`src/hdl/clipped_rect_blitter_unit_assert.svh`:
```
// Assertion macros for the clipped rectangle blitter.
// Each macro expects clk and arst_n in the scope where it is used.
`ifndef CLIPPED_RECT_BLITTER_UNIT_ASSERT_SVH
`define CLIPPED_RECT_BLITTER_UNIT_ASSERT_SVH

`ifndef SYNTHESIS

// The consequent must hold in the same cycle as the antecedent.
`define CRBU_ASSERT_IMPL(label, ante, cons) \
	label: assert property (@(posedge clk) disable iff (!arst_n) (ante) |-> (cons)) \
		else $error("clipped_rect_blitter_unit: check failed");

// The consequent must hold in the cycle after the antecedent.
`define CRBU_ASSERT_NEXT(label, ante, cons) \
	label: assert property (@(posedge clk) disable iff (!arst_n) (ante) |=> (cons)) \
		else $error("clipped_rect_blitter_unit: check failed");

`else

`define CRBU_ASSERT_IMPL(label, ante, cons)
`define CRBU_ASSERT_NEXT(label, ante, cons)

`endif

`endif

```
`src/hdl/crbu_pkg.sv`:
```
package crbu_pkg;

	localparam int COORD_W  = 12;
	localparam int CFG_W    = 13;
	localparam int ADDR_W   = 24;
	localparam int COLOR_W  = 32;
	localparam int GLYPH_W  = 8;
	localparam int CIDX_W   = 2;

	localparam int MAX_DIM         = 4096;
	localparam int GLYPH_MAX_WIDTH = 8;

	localparam logic [COORD_W-1:0] DIM_LIMIT     = COORD_W'(MAX_DIM - 1);
	localparam logic [COORD_W-1:0] GLYPH_W_LIMIT = COORD_W'(GLYPH_MAX_WIDTH);
	localparam logic [COLOR_W-1:0] COLOR_KEY     = 32'h00FF_00FF;

	localparam logic [CFG_W-1:0] SCREEN_WIDTH_RST  = 13'd1024;
	localparam logic [CFG_W-1:0] SCREEN_HEIGHT_RST = 13'd768;
	localparam logic [CFG_W-1:0] LINE_PITCH_RST    = 13'd1024;

	typedef enum logic [1:0] {
		ACT_FILL  = 2'd0,
		ACT_IMAGE = 2'd1,
		ACT_GLYPH = 2'd2,
		ACT_STEP  = 2'd3
	} action_t;

	typedef enum logic [CIDX_W-1:0] {
		REG_SCREEN_WIDTH  = 2'd0,
		REG_SCREEN_HEIGHT = 2'd1,
		REG_LINE_PITCH    = 2'd2
	} cfg_reg_t;

	typedef struct packed {
		logic [1:0]         action;
		logic [COORD_W-1:0] origin_x;
		logic [COORD_W-1:0] origin_y;
		logic [COORD_W-1:0] area_width;
		logic [COORD_W-1:0] area_height;
		logic [COLOR_W-1:0] draw_color;
		logic [GLYPH_W-1:0] glyph_code;
		logic [COLOR_W-1:0] source_data;
	} item_t;

	typedef struct packed {
		logic               write_enable;
		logic [ADDR_W-1:0]  pixel_address;
		logic [COLOR_W-1:0] pixel_color;
		logic [ADDR_W-1:0]  next_source_index;
		logic               command_done;
	} result_t;

endpackage

```
`src/hdl/crbu_item_if.sv`:
```
interface crbu_item_if;
	logic                           valid;
	logic                           ready;
	logic [1:0]                     action;
	logic [crbu_pkg::COORD_W-1:0]   origin_x;
	logic [crbu_pkg::COORD_W-1:0]   origin_y;
	logic [crbu_pkg::COORD_W-1:0]   area_width;
	logic [crbu_pkg::COORD_W-1:0]   area_height;
	logic [crbu_pkg::COLOR_W-1:0]   draw_color;
	logic [crbu_pkg::GLYPH_W-1:0]   glyph_code;
	logic [crbu_pkg::COLOR_W-1:0]   source_data;

	modport source (
		output valid, action, origin_x, origin_y, area_width, area_height,
			draw_color, glyph_code, source_data,
		input  ready
	);

	modport sink (
		input  valid, action, origin_x, origin_y, area_width, area_height,
			draw_color, glyph_code, source_data,
		output ready
	);
endinterface

```
`src/hdl/crbu_result_if.sv`:
```
interface crbu_result_if;
	logic                           valid;
	logic                           ready;
	logic                           write_enable;
	logic [crbu_pkg::ADDR_W-1:0]    pixel_address;
	logic [crbu_pkg::COLOR_W-1:0]   pixel_color;
	logic [crbu_pkg::ADDR_W-1:0]    next_source_index;
	logic                           command_done;

	modport source (
		output valid, write_enable, pixel_address, pixel_color, next_source_index,
			command_done,
		input  ready
	);

	modport sink (
		input  valid, write_enable, pixel_address, pixel_color, next_source_index,
			command_done,
		output ready
	);
endinterface

```
`src/hdl/clipped_rect_blitter_unit.sv`:
```
// An accepted transaction passes through the input register (stage 1) and then the result
// register (stage 2) before its result is valid; a waiting result can hold it in stage 1.
// One transaction per cycle while results are taken; the command state feeds back to stage 1.
// Reset (arst_n low, asynchronous): both stages empty, no command running,
// screen 1024 x 768 with a pitch of 1024 pixels.
`include "clipped_rect_blitter_unit_assert.svh"

module clipped_rect_blitter_unit (
	input  logic                          clk,
	input  logic                          arst_n,
	input  logic                          cfg_write,
	input  logic [crbu_pkg::CIDX_W-1:0]   cfg_index,
	input  logic [crbu_pkg::CFG_W-1:0]    cfg_data,
	crbu_item_if.sink                     items,
	crbu_result_if.source                 results
);

	// The block is a two-register pipeline. Stage 1 holds the accepted
	// transaction; the command state and the result register are both
	// loaded from it in a single pass of logic. Because the state is written
	// on the same edge that moves an item into the result register, the
	// next item in stage 1 always sees the state its predecessor left.

	// Configuration registers.
	logic [crbu_pkg::CFG_W-1:0] screen_width_q;
	logic [crbu_pkg::CFG_W-1:0] screen_height_q;
	logic [crbu_pkg::CFG_W-1:0] line_pitch_q;

	// Pipeline handshake.
	logic                valid_s1;
	crbu_pkg::item_t     item_s1;
	logic                valid_s2;
	crbu_pkg::result_t   res_s2;
	logic                advance_s2;
	logic                fire_s1;

	// Command state.
	logic                          busy_q;
	crbu_pkg::action_t             mode_q;
	logic [crbu_pkg::COORD_W-1:0]  start_col_q;
	logic [crbu_pkg::COORD_W-1:0]  start_row_q;
	logic [crbu_pkg::COORD_W-1:0]  full_w_q;
	logic [crbu_pkg::COORD_W-1:0]  full_h_q;
	logic [crbu_pkg::COORD_W-1:0]  clip_w_q;
	logic [crbu_pkg::COORD_W-1:0]  clip_h_q;
	logic [crbu_pkg::COORD_W-1:0]  col_q;
	logic [crbu_pkg::COORD_W-1:0]  row_q;
	logic [crbu_pkg::COLOR_W-1:0]  color_q;
	logic [crbu_pkg::ADDR_W-1:0]   glyph_base_q;
	logic [crbu_pkg::ADDR_W-1:0]   pix_q;

	// Next-state and result values.
	logic                          busy_d;
	logic [crbu_pkg::COORD_W-1:0]  full_w_d;
	logic [crbu_pkg::COORD_W-1:0]  full_h_d;
	logic [crbu_pkg::COORD_W-1:0]  clip_w_d;
	logic [crbu_pkg::COORD_W-1:0]  clip_h_d;
	logic [crbu_pkg::COORD_W-1:0]  col_d;
	logic [crbu_pkg::COORD_W-1:0]  row_d;
	logic [crbu_pkg::ADDR_W-1:0]   glyph_base_d;
	logic [crbu_pkg::ADDR_W-1:0]   pix_d;
	crbu_pkg::result_t             res_d;

	// Start decode.
	logic                          is_start;
	logic [crbu_pkg::COORD_W-1:0]  w_clamp;
	logic [crbu_pkg::COORD_W-1:0]  h_clamp;
	logic [crbu_pkg::COORD_W-1:0]  st_w;
	logic [crbu_pkg::CFG_W-1:0]    room_x;
	logic [crbu_pkg::CFG_W-1:0]    room_y;
	logic                          st_ok;
	logic [crbu_pkg::GLYPH_W+crbu_pkg::COORD_W-1:0] glyph_prod;

	// Step datapath.
	logic [crbu_pkg::CFG_W-1:0]    row_abs;
	logic [crbu_pkg::CFG_W-1:0]    col_abs;
	logic [2*crbu_pkg::CFG_W-1:0]  addr_sum;
	logic [crbu_pkg::CFG_W-1:0]    col_inc;
	logic [crbu_pkg::CFG_W-1:0]    row_inc;
	logic                          col_wrap;
	logic                          last_step;
	logic                          in_clip;
	logic                          step_we;
	logic [crbu_pkg::COLOR_W-1:0]  step_color;
	logic [crbu_pkg::ADDR_W-1:0]   step_nidx;
	logic [crbu_pkg::GLYPH_W-1:0]  font_row;

	// Configuration writes. Software must write only between transactions; the block
	// does not enforce this and has no interlock against the datapath. Index three is ignored.
	always_ff @(posedge clk or negedge arst_n) begin
		if (!arst_n) begin
			screen_width_q  <= crbu_pkg::SCREEN_WIDTH_RST;
			screen_height_q <= crbu_pkg::SCREEN_HEIGHT_RST;
			line_pitch_q    <= crbu_pkg::LINE_PITCH_RST;
		end else if (cfg_write) begin
			unique case (cfg_index)
				crbu_pkg::REG_SCREEN_WIDTH:  screen_width_q  <= cfg_data;
				crbu_pkg::REG_SCREEN_HEIGHT: screen_height_q <= cfg_data;
				crbu_pkg::REG_LINE_PITCH:    line_pitch_q    <= cfg_data;
				default: ;
			endcase
		end
	end

	// Handshake. Stage 1 drains whenever the result register is empty or
	// being taken, so a waiting result blocks a new transaction only when
	// stage 1 is also full.
	assign advance_s2  = !valid_s2 || results.ready;
	assign fire_s1     = valid_s1 && advance_s2;
	assign items.ready = !valid_s1 || advance_s2;

	always_ff @(posedge clk or negedge arst_n) begin
		if (!arst_n) begin
			valid_s1 <= 1'b0;
			valid_s2 <= 1'b0;
		end else begin
			if (items.ready) begin
				valid_s1 <= items.valid;
			end
			if (advance_s2) begin
				valid_s2 <= valid_s1;
			end
		end
	end

	always_ff @(posedge clk) begin
		if (items.valid && items.ready) begin
			item_s1.action      <= items.action;
			item_s1.origin_x    <= items.origin_x;
			item_s1.origin_y    <= items.origin_y;
			item_s1.area_width  <= items.area_width;
			item_s1.area_height <= items.area_height;
			item_s1.draw_color  <= items.draw_color;
			item_s1.glyph_code  <= items.glyph_code;
			item_s1.source_data <= items.source_data;
		end
		if (fire_s1) begin
			res_s2 <= res_d;
		end
	end

	// Start path: clamp the area, drop commands whose origin is off screen or
	// whose area is empty, and clip the area against the screen edges.
	assign is_start = (item_s1.action != crbu_pkg::ACT_STEP);
	assign w_clamp  = (item_s1.area_width > crbu_pkg::DIM_LIMIT) ?
		crbu_pkg::DIM_LIMIT : item_s1.area_width;
	assign h_clamp  = (item_s1.area_height > crbu_pkg::DIM_LIMIT) ?
		crbu_pkg::DIM_LIMIT : item_s1.area_height;
	assign st_w     = (item_s1.action == crbu_pkg::ACT_GLYPH &&
		w_clamp > crbu_pkg::GLYPH_W_LIMIT) ? crbu_pkg::GLYPH_W_LIMIT : w_clamp;
	assign room_x   = screen_width_q - {1'b0, item_s1.origin_x};
	assign room_y   = screen_height_q - {1'b0, item_s1.origin_y};
	assign st_ok    = ({1'b0, item_s1.origin_x} < screen_width_q) &&
		({1'b0, item_s1.origin_y} < screen_height_q) &&
		(st_w != '0) && (h_clamp != '0);
	// First font word of a glyph: glyph code times cell height.
	assign glyph_prod = item_s1.glyph_code * h_clamp;

	// Step path. The address multiply uses the live pitch register, since
	// software may retune the pitch between steps of one command.
	assign row_abs  = {1'b0, start_row_q} + {1'b0, row_q};
	assign col_abs  = {1'b0, start_col_q} + {1'b0, col_q};
	assign addr_sum = row_abs * line_pitch_q + {crbu_pkg::CFG_W'(0), col_abs};
	assign col_inc  = {1'b0, col_q} + crbu_pkg::CFG_W'(1);
	assign col_wrap = (col_inc >= {1'b0, full_w_q});
	assign row_inc  = col_wrap ? ({1'b0, row_q} + crbu_pkg::CFG_W'(1)) : {1'b0, row_q};
	assign last_step = (row_inc >= {1'b0, full_h_q});
	assign in_clip  = (col_q < clip_w_q) && (row_q < clip_h_q);
	assign font_row = item_s1.source_data[crbu_pkg::GLYPH_W-1:0];

	// Pixel decision per mode. The glyph row byte is read from bit 7 down
	// as the column walks right; columns past the eighth never draw.
	always_comb begin
		step_we    = 1'b0;
		step_color = '0;
		step_nidx  = '0;
		case (mode_q)
			crbu_pkg::ACT_FILL: begin
				step_we = in_clip;
			end
			crbu_pkg::ACT_IMAGE: begin
				step_we   = in_clip && (item_s1.source_data != crbu_pkg::COLOR_KEY);
				// Row-major walk over the full width: the source index is
				// simply the number of pixels walked so far.
				step_nidx = pix_q + crbu_pkg::ADDR_W'(1);
			end
			crbu_pkg::ACT_GLYPH: begin
				step_we   = in_clip && (col_q < crbu_pkg::GLYPH_W_LIMIT) &&
					font_row[3'(crbu_pkg::GLYPH_MAX_WIDTH - 1) - col_q[2:0]];
				step_nidx = glyph_base_q + crbu_pkg::ADDR_W'(row_inc);
			end
			default: ;
		endcase
		if (step_we) begin
			step_color = (mode_q == crbu_pkg::ACT_IMAGE) ? item_s1.source_data : color_q;
		end
	end

	// Next state and the result for the item in stage 1.
	always_comb begin
		busy_d       = busy_q;
		full_w_d     = full_w_q;
		full_h_d     = full_h_q;
		clip_w_d     = clip_w_q;
		clip_h_d     = clip_h_q;
		col_d        = col_q;
		row_d        = row_q;
		glyph_base_d = glyph_base_q;
		pix_d        = pix_q;
		res_d        = '0;
		res_d.command_done = 1'b1;
		if (is_start) begin
			full_w_d     = st_w;
			full_h_d     = h_clamp;
			col_d        = '0;
			row_d        = '0;
			pix_d        = '0;
			glyph_base_d = crbu_pkg::ADDR_W'(glyph_prod);
			busy_d       = st_ok;
			if (st_ok) begin
				clip_w_d = ({1'b0, st_w} < room_x) ? st_w : room_x[crbu_pkg::COORD_W-1:0];
				clip_h_d = ({1'b0, h_clamp} < room_y) ?
					h_clamp : room_y[crbu_pkg::COORD_W-1:0];
				res_d.command_done = 1'b0;
				if (item_s1.action == crbu_pkg::ACT_GLYPH) begin
					res_d.next_source_index = crbu_pkg::ADDR_W'(glyph_prod);
				end
			end else begin
				clip_w_d = '0;
				clip_h_d = '0;
			end
		end else if (busy_q) begin
			res_d.write_enable  = step_we;
			res_d.pixel_address = addr_sum[crbu_pkg::ADDR_W-1:0];
			res_d.pixel_color   = step_color;
			pix_d               = pix_q + crbu_pkg::ADDR_W'(1);
			if (last_step) begin
				busy_d = 1'b0;
				col_d  = '0;
				row_d  = '0;
			end else begin
				col_d = col_wrap ? '0 : col_inc[crbu_pkg::COORD_W-1:0];
				row_d = row_inc[crbu_pkg::COORD_W-1:0];
				res_d.command_done      = 1'b0;
				res_d.next_source_index = step_nidx;
			end
		end
	end

	always_ff @(posedge clk or negedge arst_n) begin
		if (!arst_n) begin
			busy_q <= 1'b0;
			col_q  <= '0;
			row_q  <= '0;
			pix_q  <= '0;
		end else if (fire_s1) begin
			busy_q <= busy_d;
			col_q  <= col_d;
			row_q  <= row_d;
			pix_q  <= pix_d;
		end
	end

	// Command parameters only matter while busy, so they carry no reset.
	always_ff @(posedge clk) begin
		if (fire_s1) begin
			full_w_q     <= full_w_d;
			full_h_q     <= full_h_d;
			clip_w_q     <= clip_w_d;
			clip_h_q     <= clip_h_d;
			glyph_base_q <= glyph_base_d;
			if (is_start) begin
				mode_q      <= crbu_pkg::action_t'(item_s1.action);
				start_col_q <= item_s1.origin_x;
				start_row_q <= item_s1.origin_y;
				color_q     <= item_s1.draw_color;
			end
		end
	end

	assign results.valid             = valid_s2;
	assign results.write_enable      = res_s2.write_enable;
	assign results.pixel_address     = res_s2.pixel_address;
	assign results.pixel_color       = res_s2.pixel_color;
	assign results.next_source_index = res_s2.next_source_index;
	assign results.command_done      = res_s2.command_done;

	// With no command running the walk counters rest at the origin.
	`CRBU_ASSERT_IMPL(a_idle_counters, !busy_q, col_q == '0 && row_q == '0)
	// A running command keeps its walk inside the unclipped area.
	`CRBU_ASSERT_IMPL(a_walk_bounds, busy_q, col_q < full_w_q && row_q < full_h_q)
	// A step that clears busy must have reported the end of its command.
	`CRBU_ASSERT_NEXT(a_done_on_finish, fire_s1 && busy_q && !is_start && !busy_d,
		res_s2.command_done && res_s2.next_source_index == '0)

endmodule
```
`src/flat_wrapper.sv`:
```
// flat-port wrapper written by rule: the top's interface ports become plain ports
module clipped_rect_blitter_unit_flat 
  (clk, arst_n, cfg_write, cfg_index, cfg_data, items_valid, items_action, items_origin_x, items_origin_y, items_area_width, items_area_height, items_draw_color, items_glyph_code, items_source_data, items_ready, results_valid, results_write_enable, results_pixel_address, results_pixel_color, results_next_source_index, results_command_done, results_ready);
  crbu_item_if items_i ();
  crbu_result_if results_i ();
  input  logic clk;
  input  logic arst_n;
  input  logic cfg_write;
  input  logic [crbu_pkg::CIDX_W-1:0] cfg_index;
  input  logic [crbu_pkg::CFG_W-1:0] cfg_data;
  input wire logic [$bits(items_i.valid)-1:0] items_valid;
  input wire logic [$bits(items_i.action)-1:0] items_action;
  input wire logic [$bits(items_i.origin_x)-1:0] items_origin_x;
  input wire logic [$bits(items_i.origin_y)-1:0] items_origin_y;
  input wire logic [$bits(items_i.area_width)-1:0] items_area_width;
  input wire logic [$bits(items_i.area_height)-1:0] items_area_height;
  input wire logic [$bits(items_i.draw_color)-1:0] items_draw_color;
  input wire logic [$bits(items_i.glyph_code)-1:0] items_glyph_code;
  input wire logic [$bits(items_i.source_data)-1:0] items_source_data;
  output wire logic [$bits(items_i.ready)-1:0] items_ready;
  output wire logic [$bits(results_i.valid)-1:0] results_valid;
  output wire logic [$bits(results_i.write_enable)-1:0] results_write_enable;
  output wire logic [$bits(results_i.pixel_address)-1:0] results_pixel_address;
  output wire logic [$bits(results_i.pixel_color)-1:0] results_pixel_color;
  output wire logic [$bits(results_i.next_source_index)-1:0] results_next_source_index;
  output wire logic [$bits(results_i.command_done)-1:0] results_command_done;
  input wire logic [$bits(results_i.ready)-1:0] results_ready;
  assign items_i.valid = items_valid;
  assign items_i.action = items_action;
  assign items_i.origin_x = items_origin_x;
  assign items_i.origin_y = items_origin_y;
  assign items_i.area_width = items_area_width;
  assign items_i.area_height = items_area_height;
  assign items_i.draw_color = items_draw_color;
  assign items_i.glyph_code = items_glyph_code;
  assign items_i.source_data = items_source_data;
  assign items_ready = items_i.ready;
  assign results_valid = results_i.valid;
  assign results_write_enable = results_i.write_enable;
  assign results_pixel_address = results_i.pixel_address;
  assign results_pixel_color = results_i.pixel_color;
  assign results_next_source_index = results_i.next_source_index;
  assign results_command_done = results_i.command_done;
  assign results_i.ready = results_ready;
  clipped_rect_blitter_unit u_core (.clk(clk), .arst_n(arst_n), .cfg_write(cfg_write), .cfg_index(cfg_index), .cfg_data(cfg_data), .items(items_i), .results(results_i));
endmodule
```
`config.mk`:
```
export PLATFORM = sky130hd
export DESIGN_NAME = clipped_rect_blitter_unit_flat
export DESIGN_NICKNAME = d
export VERILOG_FILES = /design/src/hdl/crbu_pkg.sv /design/src/hdl/crbu_item_if.sv /design/src/hdl/crbu_result_if.sv /design/src/hdl/clipped_rect_blitter_unit.sv /design/src/flat_wrapper.sv
export VERILOG_INCLUDE_DIRS = /design/src /design/src/hdl
export SDC_FILE = /design/constraint.sdc
export NUM_CORES = 1
export LEC_CHECK = 0
export ABC_AREA = 1
export BUFFER_PORTS_ARGS = -buffer_cell sky130_fd_sc_hd__buf_2
export CAP_MARGIN = 25
export CORE_UTILIZATION = 40
export CTS_BUF_LIST = sky130_fd_sc_hd__clkbuf_4 sky130_fd_sc_hd__clkbuf_8
export DETAILED_ROUTE_END_ITERATION = 8
export GPL_ROUTABILITY_DRIVEN = 0
export PLACE_DENSITY = 0.66
export SLEW_MARGIN = 20
export SYNTH_ARGS = -nofsm -noshare
export SYNTH_HDL_FRONTEND = slang
export SYNTH_SLANG_ARGS = --single-unit
```
`constraint.sdc`:
```
create_clock -name clk -period 7.5 [get_ports clk]
set_input_delay 0 -clock clk [delete_from_list [all_inputs] [get_ports clk]]
set_output_delay 0 -clock clk [all_outputs]
set_load 0.005 [all_outputs]
```
==> results of run 1 <==
## metal layers
metal  track usage, %  up-vias  share of wire (%)
met1            28.32    11430                 42
li1                 -    11560                  -
met2            36.93      906                 49
met3            3.271      173                6.4
met5                0        -                  0
met4            7.924        0                3.0
## kinds of logic (layout without fill, tap and decap cells)
family,count (synthesis),count (layout),share of synthesized area (%)
xor gates and xnor gates,83,83,2.423
muxes,12,12,0.4004
DFF,420,420,40.55
AOI/OAI and AO/OA,390,390,7.115
other,0,5,0
adders and majority gates,446,446,23.73
buffers and inverters,694,1252,8.800
and+or+nand+nor,1232,1232,16.98
## stage by stage
stage | setup TNS [ns] | hold WS, ns | util (%) | setup slack (ns)
5_1_grt | -0.005540 | 0.01354 | 49.25 | -0.005540
6_report | 0 | 0.04960 | 49.25 | 0.4127
4_1_cts | 0 | 0.00004408 | 49.12 | 0.2311
3_5_place_dp | 0 | -0.04197 | 43.37 | 0.2556
2_1_floorplan | 0 | -0.2956 | - | 0.1633
3_3_place_gp | 0 | -0.04355 | 43.37 | 0.4356
## power breakdown
group	switching, W	internal, W
registers	0.000193	0.00293
clock network	0.00112	0.00150
logic	0.00398	0.00230
## critical path: cells and delay by family (launching register included)
family / cells / cell delay [ns]
fa+ha+maj: 8 / 3.82
compound gates: 6 / 1.04
simple gates: 7 / 0.73
buf+inv: 7 / 0.56
flops: 1 / 0.45
xor+xnor: 1 / 0.22
## cell type report
class,instances,area (sq um)
Sequential cell,420,12170
Fill cell,6788,37720
Timing Repair Buffer,503,3836
Inverter,607,2285
Antenna cell,5,12.51
Multi-Input combinational cell,2163,15270
Tap cell,969,1212
Clock buffer,96,1234
Clock inverter,46,589.3
## registers in the layout, indices dropped and copies added, names as in the netlist, 20 cells and up
register,cells
u_core.pix_q,24
u_core.glyph_base_q,20
u_core.item_s1,114
u_core.results.next_source_index,24
u_core.results.pixel_address,24
u_core.results.pixel_color,32
u_core.color_q,32
## cells in the final DEF, fill, tap and decap left out, types with 85 or more instances in the layout
cell	count
a21oi_1	148
buf_2	224
dfrtp_1	85
dlygate4sd3_1	243
edfxtp_1	330
fa_1	205
ha_1	240
inv_1	597
nand2_1	731
nand3_1	125
nor2_1	259
o21ai_0	164
## worst paths after layout
check	start	end	slack, ns	cells past startpoint
worst max-delay path	u_core.row_q[2]	u_core.results.pixel_address[21]	0.41	29
worst min-delay path	items_source_data[3]	u_core.font_row[3]	0.05	2
worst max register to register	u_core.row_q[2]	u_core.results.pixel_address[21]	0.41	29
worst min register to register	u_core.item_s1[47]	u_core.color_q[7]	0.42	0
max in group asynchronous	arst_n	u_core.col_q[6]	6.19	4
min in group asynchronous	arst_n	u_core.pix_q[1]	0.39	4
## timing repair
item | in CTS | in global routing
hold buffers | 244 | 0
gates resized for setup | 0 | 8
setup buffers | 0 | 3
endpoints found under the setup margin | 0 | 11
endpoints found under the hold margin | 275 | 0
==> impl_metrics.csv, run 1 <==
group,metric,value,unit
timing,timing.final.max_slew_violations,0,
floorplan,die_area,76100,sq um
place,dpl_cell_area,32230,sq um
yosys,synth_cells,3277,
yosys,synth_common_cells,"nand2_1, inv_1, edfxtp_1",
timing,achievable-frequency,141.1,MHz
yosys,yosysMostFrequentCell,"nand2_1",
floorplan,floorplan_core_area,74320,sq um
yosys,synth_fp_nets,3865,
cells_and_area,finish.net_count,4359,
yosys,ys.warnings.count,0,
route,routed_len_inst,17.37,microns
yosys,yosys.cell_types.count,52,
timing,finalCritPeriodShare,94.50,%
floorplan,floorplan.initialDensity,40.37,%
clocking,clock_tree_from_tritoncts,"yes",
floorplan,rows,100,
clocking,tritoncts_num_sinks,420,
timing,hold_viol_final,0,
yosys,asyncSetResetFlopFracSynth,21.43,%
worst_setup_path,critical_path.most_common_cell,"inv_1",
yosys,ys_seq_area_share,40.55,%
floorplan,ioPinCount,226,
route,wirelength,83.52,mm
route,drt_iter0_markers,1588,
yosys,synthFlopType,"edfxtp_1",
worst_setup_path,critical_path_required,7.94,ns
yosys,post_synth_main_area_contributors,"edfxtp_1, fa_1, ha_1",
worst_setup_path,data_arrival_time_of_the_worst_path,7.53,ns
hold_path,hold_path.class,"in -> reg",
timing,relSlewSlack,31.17,%
global_route,grt_overflow,0,
power,irDropWorstVdd,0.0004208,V
global_route,groute.usage.overall,21.84,%
flow_run,maxCapViolCount,0,
power,power.density_cell_area,328.4,nW/um^2
place,place.port_buffers,225,
timing,min_period,7.087,ns
cells_and_area,final_layout_size_suffix_gt1_share,11.45,%
clocking,worstSkewPairLatency,0.70,ns
status,status,"finished, final reports clean",
worst_setup_path,crit_slowest_cell,"fa_1",
worst_setup_path,worstSetupStartpointType,"flip-flop",
clocking,cts_buffers,76,
clocking,cts_max_level,3,
timing,setup-violations-final,0,
timing,worst_pin_slew,1.032,ns
yosys,synthesis.area_per_instance,9.155,sq um
global_route,first_global_vias,23880,
cells_and_area,finish.instance_area,36600,sq um
power,total_power,0.01202,W
route,ant_nets,0,
route,route.vias.total,24080,
place,placed_cells,4414,
power,total_leakage_power,17.78,nW
clocking,cts.clk_slew.worst_paths,0.06,ns
worst_setup_path,cp_max_fo,7,
global_route,grt_first_pass_wirelength,128.9,mm
worst_setup_path,timing_worst_setup_path_type,"reg -> reg",
yosys,synth_area,30000,sq um
timing,finClkSkew,0.07049,ns
yosys,synth_enable_flop_cells,330,
cells_and_area,post_layout_nonfiller_instances,4809,
route,drc_errors,0,
clocking,cts_max_path_buffers,3,
floorplan,chipWidth,275.9,microns
route,firstDrtPassIters,7,
worst_setup_path,timing.critical_path.to_type,"flip-flop",
yosys,postSynthRegisterBits,420,
yosys,share_of_the_synthesized_area_in_the_top_cell_type,33.03,%
global_route,antenna_found_initial,4,
yosys,yosysTopAreaCell,"edfxtp_1",
global_route,grt_start_max_net_pins,76,
clocking,cts-root-buf,"clkbuf_8",
worst_setup_path,max_stage_delay,0.55,ns
route,avgViaCountPerCell,5.006,
cells_and_area,flow.area_growth_from_synthesis,22.01,%
floorplan,fp.dieH,275.9,microns
place,dp_hpwl,60.57,mm
Power figures use the tool's default switching activity.
==> run 2: changes to the inputs <==
--- a/config.mk
+++ b/config.mk
@@ -9,6 +9,7 @@
 export ABC_AREA = 1
 export BUFFER_PORTS_ARGS = -buffer_cell sky130_fd_sc_hd__buf_2
 export CAP_MARGIN = 25
+export CORE_ASPECT_RATIO = 0.6
 export CORE_UTILIZATION = 40
 export CTS_BUF_LIST = sky130_fd_sc_hd__clkbuf_4 sky130_fd_sc_hd__clkbuf_8
 export DETAILED_ROUTE_END_ITERATION = 8
==> constraint.sdc (replaced) <==
create_clock -name clk -period 7.5 [get_ports clk]
set_input_delay 0 -clock clk [delete_from_list [all_inputs] [get_ports clk]]
set_output_delay 0 -clock clk [all_outputs]
set_load 0.05 [all_outputs]
==> run 2 against run 1 <==
The run now ends with design-rule violations left. Largest cell class unchanged. First-iteration DRC count is 44% higher. Core utilization is 0.11 points lower. Critical path type unchanged. Maximum frequency is 1.5% lower. Via count is 0.25% higher. Flip-flop and latch count stayed put.
==> impl_metrics.csv, run 2 (synthesis gave the netlist of run 1 again) <==
group,metric,value,unit
floorplan,floorplan_core_area,73890,sq um
global_route,first_global_vias,23750,
worst_setup_path,regToRegSetupSlack,0.30,ns
hold_path,min-delay-start,"cfg_index[0]",
worst_setup_path,timing_worst_setup_path_type,"reg -> reg",
clocking,cts-root-buf,"clkbuf_8",
worst_setup_path,cp_max_fo,6,
clocking,clock_tree_from_tritoncts,"yes",
clocking,tritoncts_num_sinks,420,
global_route,grt_first_pass_wirelength,136.6,mm
global_route,antenna_found_initial,2,
route,routed_len_inst,18.21,microns
cells_and_area,final_layout_size_suffix_gt1_share,11.41,%
timing,timing.final.max_slew_violations,0,
timing,finClkSkew,0.02810,ns
timing,relSlewSlack,29.55,%
global_route,grt_start_max_net_pins,69,
route,drc_errors,16,
timing,hold_viol_final,0,
clocking,cts_max_level,3,
worst_setup_path,critical_path.most_common_cell,"inv_1",
flow_run,maxCapViolCount,0,
floorplan,fp.dieH,214.1,microns
clocking,cts_max_path_buffers,3,
cells_and_area,finish.net_count,4347,
route,route.vias.total,24140,
worst_setup_path,max_stage_delay,0.54,ns
clocking,cts.clk_slew.worst_paths,0.07,ns
worst_setup_path,critical_path_required,7.93,ns
timing,setup-violations-final,0,
floorplan,die_area,76140,sq um
floorplan,chipWidth,355.6,microns
floorplan,floorplan.initialDensity,40.60,%
status,violations,"design-rule violations",
place,dp_hpwl,63.89,mm
timing,achievable-frequency,138.9,MHz
route,wirelength,87.48,mm
cells_and_area,layout.cells.most_common_list,"nand2_1, inv_1, edfxtp_1",
worst_setup_path,critical_path.reg2reg.endpoint,"u_core.results.pixel_address[21]",
power,power.density_cell_area,338.6,nW/um^2
worst_setup_path,crit_slowest_cell,"fa_1",
cells_and_area,layout.cells.most_common,"nand2_1",
place,place.port_buffers,225,
timing,timing.setup.tns,0,ns
global_route,grt_overflow,0,
clocking,worstSkewPairLatency,0.68,ns
hold_path,hold_path.class,"in -> reg",
cells_and_area,flow.area_growth_from_synthesis,21.04,%
route,ant_nets,0,
power,total_leakage_power,17.64,nW
timing,min_period,7.197,ns
worst_setup_path,timing.critical_path.to_type,"flip-flop",
floorplan,rows,77,
timing,setup_repair_after_global_routing_missed_its_margin,"no",
worst_setup_path,worstRegToRegCells,30,
cells_and_area,regMostFlops,"u_core.item_s1",
timing,worst_pin_slew,1.053,ns
route,avgViaCountPerCell,5.024,
cells_and_area,largest_register_ff_count,114,
hold_path,worst_hold_path.endpoint,"u_core.line_pitch_q[10]",
power,irDropWorstVdd,0.0005566,V
route,drt_iter0_markers,2279,
timing,finalCritPeriodShare,95.96,%
global_route,groute.usage.overall,23.21,%
route,firstDrtPassIters,8,
timing,hold_slack,0.02606,ns
worst_setup_path,worstReg2RegStart,"u_core.row_q[0]",
worst_setup_path,data_arrival_time_of_the_worst_path,7.63,ns
status,status,"finished with violations",
floorplan,ioPinCount,226,
hold_path,timing.hold.worst_path_depth,5,
worst_setup_path,worstSetupStartpointType,"flip-flop",
clocking,cts_buffers,71,
run 2: cell count changes in the layout (fill, tap and decap cells not counted), sizes merged:
cell / before / now
clkinv: 31 / 25
clkbuf: 96 / 98
dlygate4sd3: 243 / 231
clkinvlp: 5 / 1
diode: 5 / 4
buf: 260 / 265
inv: 606 / 605
bufinv: 11 / 5
run 2: worst max-delay path by stage:
| stage | from | to | cells after the start |
|---|---|---|---|
| 2_1_floorplan | u_core.row_q[0] | u_core.results.pixel_address[21] | 27 |
| 3_3_place_gp | u_core.row_q[0] | u_core.results.pixel_address[21] | 28 |
| 3_5_place_dp | u_core.row_q[0] | u_core.results.pixel_address[21] | 28 |
| 4_1_cts | u_core.row_q[0] | u_core.results.pixel_address[21] | 28 |
| 5_1_grt | u_core.row_q[4] | u_core.results.pixel_address[21] | 28 |
| 6_report | u_core.row_q[0] | u_core.results.pixel_address[21] | 30 |
run 2: where the power goes:
part           switching (W)  internal [W]  total [W]
sequential          0.000198       0.00293    0.00312
clock                0.00106       0.00126    0.00231
combinational        0.00450       0.00236    0.00686
run 2: final cells by class:
class,count,area (sq um)
fillers,6726,37580
well taps,987,1235
diodes,4,10.01
clock buffers,98,1230
flip-flops and latches,420,12170
multi-input cells,2163,15280
inverters,607,2287
clock inverters,29,317.8
repair buffers,496,3785
run 2: critical path: cells and delay by family (launching register included):
family	cells	cell delay, ns
XOR/XNOR	1	0.11
buffers and inverters	9	0.73
flip-flops	1	0.45
AO/OA/AOI/OAI	7	1.22
adder cells (fa/ha/maj)	9	4.06
AND/OR/NAND/NOR	4	0.39
run 2: per-layer routing:
metal / up-vias / wire, microns / global-route usage, %
met2: 1052 / 35700 / 32.98
met1: 11440 / 41370 / 34.65
li1: 11530 / - / -
met4: 2 / 1432 / 4.871
met3: 117 / 8966 / 6.868
met5: - / 7 / 0
run 2: timing repair:
item,4_1_cts,5_1_grt
hold endpoints to repair,238,1
setup buffers,0,3
endpoints found under the setup margin,0,11
hold buffers,230,2
gates resized for setup,0,14
run 2: metrics by stage:
| stage | area, sq um | setup slack [ns] | total power, W | std cells | utilization (%) |
|---|---|---|---|---|---|
| after global routing | 36310 | 0.008618 | 0.01342 | 4801 | 49.13 |
| final | 36310 | 0.3028 | 0.01230 | 4804 | 49.14 |
| after CTS | 36160 | 0.1457 | 0.01215 | 4794 | 48.94 |
| after detailed placement | 32300 | 0.1706 | 0.009686 | 4437 | 43.72 |
| after global placement | 32280 | 0.3131 | 0.009587 | 4435 | 43.68 |
| after floorplan | 30010 | 0.7361 | 0.008015 | 3277 | - |
